===== src/rasi_pkg.sv =====
// ----------------------------------------------------------------------------
// rasi_pkg
// Shared types, widths and helpers of the ray versus box slab test pipeline.
// ----------------------------------------------------------------------------
package rasi_pkg;

    // Fixed-point format of all coordinates
    localparam int FRAC_BITS  = 16;
    localparam int COORD_W    = 32;
    localparam int DIFF_W     = COORD_W + 1;       // bound - origin
    localparam int MAG_W      = COORD_W;           // |direction|
    localparam int QBITS      = COORD_W + 1;       // quotient bits kept
    localparam int DIV_STAGES = QBITS;             // one quotient bit a stage
    localparam int THR_W      = 17;
    localparam int T_W        = 31;
    localparam int NUM_AXES   = 3;
    localparam int NUM_JOBS   = 2 * NUM_AXES;      // lo and hi per axis

    localparam logic signed [COORD_W-1:0] T_INF = {1'b0, {(COORD_W-1){1'b1}}};
    localparam logic signed [COORD_W-1:0] T_NEG = {1'b1, {(COORD_W-1){1'b0}}};
    localparam logic [THR_W-1:0] THR_RESET = THR_W'(1);

    typedef logic [1:0] axis_t;
    localparam axis_t AXIS_X = 2'd0;
    localparam axis_t AXIS_Y = 2'd1;
    localparam axis_t AXIS_Z = 2'd2;

    // What one slot of the narrowing chain does
    typedef enum logic [1:0] {
        OP_SLAB,
        OP_CHECK,
        OP_PASS
    } slot_op_t;

    // Per-item context that travels beside the dividers
    typedef struct packed {
        axis_t                 ax_max;
        axis_t                 ax_mid;
        axis_t                 ax_min;
        logic [NUM_AXES-1:0]   in_box;
        logic [NUM_AXES-1:0]   dzero;
        logic                  mid_par;
        logic                  min_par;
    } ctx_t;

    typedef struct packed {
        slot_op_t                   op;
        logic                       chk;
        logic signed [COORD_W-1:0]  tn;
        logic signed [COORD_W-1:0]  tf;
    } slot_t;

    typedef struct packed {
        logic                       ok;
        logic signed [COORD_W-1:0]  s;
        logic signed [COORD_W-1:0]  e;
    } iv_t;

    // Saturate a sign/magnitude quotient to a signed 32-bit distance
    function automatic logic signed [COORD_W-1:0] sat_q(
        input logic [QBITS-1:0] q,
        input logic             ovf,
        input logic             neg
    );
        logic signed [COORD_W-1:0] r;
        if (!neg) begin
            if (ovf || (q > QBITS'(T_INF)))
                r = T_INF;
            else
                r = q[COORD_W-1:0];
        end else begin
            if (ovf || (q > {1'b0, T_NEG}))
                r = T_NEG;
            else
                r = -q[COORD_W-1:0];
        end
        return r;
    endfunction

endpackage


===== src/rasi_slab.sv =====
// ----------------------------------------------------------------------------
// rasi_slab
// Saturates slab distances, orders them by axis, and narrows the interval
// over three stages, one axis each.
// ----------------------------------------------------------------------------
module rasi_slab
    import rasi_pkg::*;
(
    input  logic                clk,
    input  logic                rst_n,
    input  logic                en,
    input  logic                vin,
    input  ctx_t                ctx,
    input  logic [QBITS-1:0]    q     [NUM_JOBS],
    input  logic                ovf   [NUM_JOBS],
    input  logic                q_neg [NUM_JOBS],
    output logic                vout,
    output logic                hit,
    output logic [T_W-1:0]      t_enter,
    output logic [T_W-1:0]      t_exit
);

    localparam iv_t IV_INIT = '{ok: 1'b1, s: '0, e: T_INF};

    logic signed [COORD_W-1:0] t_lo [NUM_AXES];
    logic signed [COORD_W-1:0] t_hi [NUM_AXES];
    logic signed [COORD_W-1:0] tn   [NUM_AXES];
    logic signed [COORD_W-1:0] tf   [NUM_AXES];
    slot_t                     slot_next [NUM_AXES];

    slot_t slot_reg [NUM_AXES];
    slot_t mid_reg, min1_reg, min2_reg;
    iv_t   iv_reg [NUM_AXES];
    iv_t   iv_next [NUM_AXES];
    logic  v_reg [NUM_AXES+1];

    // One axis of narrowing
    function automatic iv_t narrow(input iv_t iv, input slot_t sl);
        iv_t r;
        r = iv;
        if (iv.ok)
        begin
            unique case (sl.op)
                OP_SLAB:
                begin
                    if ((sl.tn > iv.e) || (sl.tf < iv.s))
                        r.ok = 1'b0;
                    else
                    begin
                        if (sl.tn > iv.s)
                            r.s = sl.tn;
                        if (sl.tf < iv.e)
                            r.e = sl.tf;
                    end
                end
                OP_CHECK: r.ok = sl.chk;
                OP_PASS:  r = iv;
                default:  r = iv;
            endcase
        end
        return r;
    endfunction

    // Saturate and order near and far per axis
    always_comb
    begin
        for (int a = 0; a < NUM_AXES; a++)
        begin
            t_lo[a] = sat_q(q[2*a], ovf[2*a], q_neg[2*a]);
            t_hi[a] = sat_q(q[2*a+1], ovf[2*a+1], q_neg[2*a+1]);
            tn[a]   = (t_lo[a] > t_hi[a]) ? t_hi[a] : t_lo[a];
            tf[a]   = (t_lo[a] > t_hi[a]) ? t_lo[a] : t_hi[a];
        end
    end

    // Largest axis: a slab, or only a bounds check for a zero direction
    always_comb
    begin
        slot_next[0].tn  = tn[ctx.ax_max];
        slot_next[0].tf  = tf[ctx.ax_max];
        slot_next[0].chk = ctx.in_box[ctx.ax_max];
        slot_next[0].op  = ctx.dzero[ctx.ax_max] ? OP_CHECK : OP_SLAB;

        slot_next[1].tn = tn[ctx.ax_mid];
        slot_next[1].tf = tf[ctx.ax_mid];
        if (ctx.mid_par)
        begin
            // parallel middle axis: bounds check on both remaining axes
            slot_next[1].op  = OP_CHECK;
            slot_next[1].chk = ctx.in_box[ctx.ax_mid] & ctx.in_box[ctx.ax_min];
        end
        else
        begin
            slot_next[1].op  = ctx.dzero[ctx.ax_mid] ? OP_CHECK : OP_SLAB;
            slot_next[1].chk = ctx.in_box[ctx.ax_mid];
        end

        slot_next[2].tn  = tn[ctx.ax_min];
        slot_next[2].tf  = tf[ctx.ax_min];
        slot_next[2].chk = ctx.in_box[ctx.ax_min];
        priority if (ctx.mid_par)
            slot_next[2].op = OP_PASS;
        else if (ctx.min_par || ctx.dzero[ctx.ax_min])
            slot_next[2].op = OP_CHECK;
        else
            slot_next[2].op = OP_SLAB;
    end

    always_comb
    begin
        iv_next[0] = narrow(IV_INIT, slot_reg[0]);
        iv_next[1] = narrow(iv_reg[0], mid_reg);
        iv_next[2] = narrow(iv_reg[1], min2_reg);
    end

    // Valid bits
    always_ff @(posedge clk or negedge rst_n)
    begin
        if (!rst_n)
        begin
            for (int i = 0; i <= NUM_AXES; i++)
                v_reg[i] <= 1'b0;
        end
        else if (en)
        begin
            v_reg[0] <= vin;
            for (int i = 1; i <= NUM_AXES; i++)
                v_reg[i] <= v_reg[i-1];
        end
    end

    // Payload stages
    always_ff @(posedge clk)
    begin
        if (en)
        begin
            for (int a = 0; a < NUM_AXES; a++)
            begin
                slot_reg[a] <= slot_next[a];
                iv_reg[a]   <= iv_next[a];
            end
            mid_reg  <= slot_reg[1];
            min1_reg <= slot_reg[2];
            min2_reg <= min1_reg;
        end
    end

    assign vout    = v_reg[NUM_AXES];
    assign hit     = iv_reg[2].ok;
    assign t_enter = iv_reg[2].ok ? iv_reg[2].s[T_W-1:0] : '0;
    assign t_exit  = iv_reg[2].ok ? iv_reg[2].e[T_W-1:0] : '0;

endmodule


===== config.mk =====
export PLATFORM = sky130hd
export DESIGN_NAME = rasi_slab
export DESIGN_NICKNAME = d
export VERILOG_FILES = /design/src/rasi_pkg.sv /design/src/rasi_slab.sv
export SDC_FILE = /design/constraint.sdc
export NUM_CORES = 2
export LEC_CHECK = 0
export ABC_CLOCK_PERIOD_IN_PS = 3500
export BUFFER_PORTS_ARGS = -buffer_cell sky130_fd_sc_hd__buf_2
export CAP_MARGIN = 40
export CORE_ASPECT_RATIO = 1.5
export CORE_MARGIN = 1
export CORE_UTILIZATION = 34
export CTS_CLUSTER_DIAMETER = 100
export CTS_CLUSTER_SIZE = 40
export DETAILED_ROUTE_END_ITERATION = 10
export HOLD_SLACK_MARGIN = 0.15
export SKIP_CTS_REPAIR_TIMING = 1
export SLEW_MARGIN = 15
export SYNTH_ARGS = -nofsm -noshare
export SYNTH_HDL_FRONTEND = slang
export SYNTH_SLANG_ARGS = --single-unit

===== constraint.sdc =====
create_clock -name clk -period 3.5 [get_ports clk]
set_input_delay 0.35 -clock clk [delete_from_list [all_inputs] [get_ports clk]]
set_output_delay 0.35 -clock clk [all_outputs]
set_load 0.03 [all_outputs]

==> impl_metrics.csv <==
group,metric,value,unit
worst_setup_path,r2r-end,"iv_reg[0][119]",
grt,grt_busiest_layer,"met2",
grt,grtUsageTotal,25.7,%
clock_tree,htreeDepth,1,
die,die_y,431,µm
drt,drt-total-wl,167000,µm
drt,wl_per_cell,24.0,µm
grt,antenna_found_initial,0,
outcome,status,"finished with violations",
die,core-area,122000,µm²
yosys,syn-cell-area,41800,µm²
clock_tree,clock_latency,0.62,ns
layout,syn_to_final_growth,34.4,%
clock_tree,cts_tree,"done",
yosys,ys_seq_elements,596,
placed_design,place_congestion,0.990,
grt,gr-usage-met2,45.6,%
grt,overflow,0,
worst_setup_path,worstPathMaxFanout,9,
sta,min_period_over_period,127,%
sta,clock_skew,0.0474,ns
worst_hold_path,hp-class,"in -> reg",
power,max-vdd-ir-drop,0.333,mV
power,powerDensity,351,nW/µm²
die,die_w,288,µm
drt,dr_total_vias,39100,
clock_tree,clock_sinks,596,
sta,maxSlewViolCount,0,
yosys,synth_area_per_cell,10.2,µm²
clock_tree,cts_buffers,20,
sta,finalSetupViolCount,318,
sta,fin_setup_tns,-173.50,ns
grt,grt_max_degree,102,
drt,drc,18,
worst_setup_path,rr_startpoint,"iv_reg[0][59]",
drt,postRouteAntennaNets,0,
placed_design,place_hpwl,137000,µm
worst_setup_path,crit_type,"in -> reg",
layout,finalNetCount,5931,
yosys,yosysWarnings,0,
sta,finalHoldViolations,0,
clock_tree,path_clk_slew,0.13,ns
die,rows,157,
yosys,synth_area_leader_cell,"edfxtp_1",
power,p_leak,0.0229,µW
layout,fin_util,46.0,%
worst_setup_path,crit_path_start_kind,"input pin",
yosys,async_flop_share,0.671,%
worst_setup_path,worstPathArrival,4.82,ns
placed_design,numPortBuffers,291,
drt,first_pass_iters,11,
sta,fin_crit,4.45,ns
worst_setup_path,critPathCaptureType,"flop",
clock_tree,cts_buffer_depth,3,
clock_tree,clockRootBuffer,"clkbuf_16",
yosys,ys_types,100,
outcome,violations,"DRC, setup timing",
sta,fin_hold_ws,0.164,ns
placed_design,post-place-ws,-2.09,ns
grt,grt.met3_usage,2.15,%
die,die_area,124000,µm²
sta,max_slew_margin,36.4,%
sta,rsz0062_at_grt,"yes",
grt,first_global_vias,38200,
layout,largest_reg_flops,199,
sta,worstMarginPinSlew,0.950,ns
worst_hold_path,worstHoldStart,"en",
die,ioPinCount,292,
yosys,postSynthCellCount,4114,
yosys,synth_top_flop_cell,"edfxtp_1",
yosys,synth_edf_count,592,
die,start_util,34.3,%
run,drv_cap,0,
worst_hold_path,hold_depth,1,
worst_setup_path,ff2ff_path_depth,13,
grt,grtUsageMet1,29.2,%
grt,grt_pass1_wl,241000,µm
worst_setup_path,required,3.87,ns
sta,final.setup.worst_slack,-0.946,ns
yosys,synth_top_cell_area_share,42.5,%
sta,max_freq,0.225,GHz
worst_setup_path,critPathLaunch,"q[161]",
yosys,synth_area_leaders,"edfxtp_1 (43%), ha_1 (11%), mux2_2 (3.7%)",
layout,final_layout_size_suffix_gt1_share,35.9,%
yosys,ys_seq_area_share,42.8,%
drt,detail_route.vias_per_cell,5.63,
worst_setup_path,reg2reg_slack,-0.33,ns
drt,drtIter0Drc,2781,
worst_setup_path,crit_end,"slot_reg[0][36]",
## cell type report
type                            count  area, µm²
Timing Repair Buffer             1426      10800
Clock buffer                       22        529
Antenna cell                        1       2.50
Fill cell                       11600      65800
Sequential cell                   596      17900
Multi-Input combinational cell   3022      23800
Clock inverter                      4       87.6
Inverter                          277       1060
Tap cell                         1590       1990
## cell families after synthesis
| logic type | after synthesis | synth area share, % |
|---|---|---|
| AOI/OAI and AO/OA | 1154 | 18.8 |
| xor gates and xnor gates | 27 | 0.566 |
| adders and majority gates | 360 | 10.8 |
| buffers and inverters | 497 | 4.62 |
| DFF | 596 | 42.8 |
| muxes | 255 | 6.63 |
| other | 1 | 0.00898 |
| and+or+nand+nor | 1224 | 15.8 |
## through the flow
step           area, µm²  cells  total power (µW)
3_5_place_dp       53200   6830             15900
6_report           56200   6938             19700
5_1_grt            56200   6937             20500
3_3_place_gp       53200   6824             15800
4_1_cts            53900   6856             19100
2_1_floorplan      42400   4115             12500
## worst max-delay path, stage by stage
cell and delay, ns:
buf_2 0.10, or4_4 0.53, or3_4 0.34, o31a_1 0.33
buf_4 0.18, buf_4 0.17, a21oi_1 0.13, o22ai_1 0.16
ha_1 0.34, nand4_1 0.14, buf_4 0.18, a2111oi_4 0.34
buf_4 0.17, o311a_1 0.18, o21ai_4 0.08, buf_12 0.16
buf_12 0.14, buf_12 0.14, mux2i_1 0.13, buf_4 0.18
a32oi_1 0.22, o21ai_1 0.10
## layout by cell type, fill, tap and decap left out, types with 20 or more instances in the layout
| cell | n |
|---|---|
| nor3_2 | 25 |
| a21oi_2 | 20 |
| or4_1 | 24 |
| a31oi_1 | 41 |
| o21ai_2 | 22 |
| a21oi_1 | 217 |
| mux2_2 | 104 |
| nor2_1 | 135 |
| a211oi_1 | 37 |
| mux2i_2 | 24 |
| edfxtp_1 | 592 |
| buf_4 | 1054 |
| buf_6 | 21 |
| a221oi_1 | 29 |
| a21o_1 | 50 |
| mux2i_1 | 46 |
| o21ai_1 | 89 |
| o21ai_0 | 171 |
| nor4_1 | 46 |
| nor3_1 | 98 |
| and2_1 | 97 |
| mux2_1 | 33 |
| nand2_1 | 256 |
| o211ai_1 | 107 |
| a32oi_1 | 48 |
| nor2b_1 | 21 |
| o31ai_1 | 38 |
| ha_1 | 351 |
| buf_2 | 289 |
| nand2b_1 | 45 |
| inv_1 | 272 |
| nand3_1 | 158 |
| buf_12 | 38 |
| mux2_4 | 35 |
| or3_1 | 40 |
| clkbuf_16 | 30 |
| nand4_1 | 124 |
## where the power goes
| group | internal [µW] | leakage, µW | switching [µW] | total [µW] |
|---|---|---|---|---|
| Sequential | 8790 | 0.00582 | 491 | 9280 |
| Combinational | 3140 | 0.0168 | 3990 | 7130 |
| Clock | 1150 | 0.000296 | 2130 | 3280 |
| Total | 13100 | 0.0229 | 6610 | 19700 |
## metal layers
layer	vias to the layer above	wire, µm
met2	1237	82900
li1	18500	-
met3	374	7060
met5	-	0
met4	0	13700
met1	18900	63000
## worst min path at each step
stage | to | slack (ns)
2_1_floorplan | v_reg[1] | 0.05
3_3_place_gp | v_reg[3] | 0.16
3_5_place_dp | v_reg[3] | 0.16
4_1_cts | v_reg[3] | -0.50
5_1_grt | min2_reg[37] | 0.18
6_report | min2_reg[37] | 0.16
## cell usage after synthesis (all sizes together) (43+ instances only)
cell / count
nand3: 175
a211oi: 59
edfxtp: 592
nor4: 65
a21oi: 238
nor2: 147
and2: 99
a31oi: 43
a32oi: 58
mux2i: 83
buf: 56
inv: 277
nand4: 125
o211ai: 119
nand2b: 46
nand2: 259
o21ai: 286
mux2: 172
ha: 360
clkbuf: 164
a21o: 51
or3: 45
nor3: 126
Note: power is estimated with default switching activity, not from simulation.
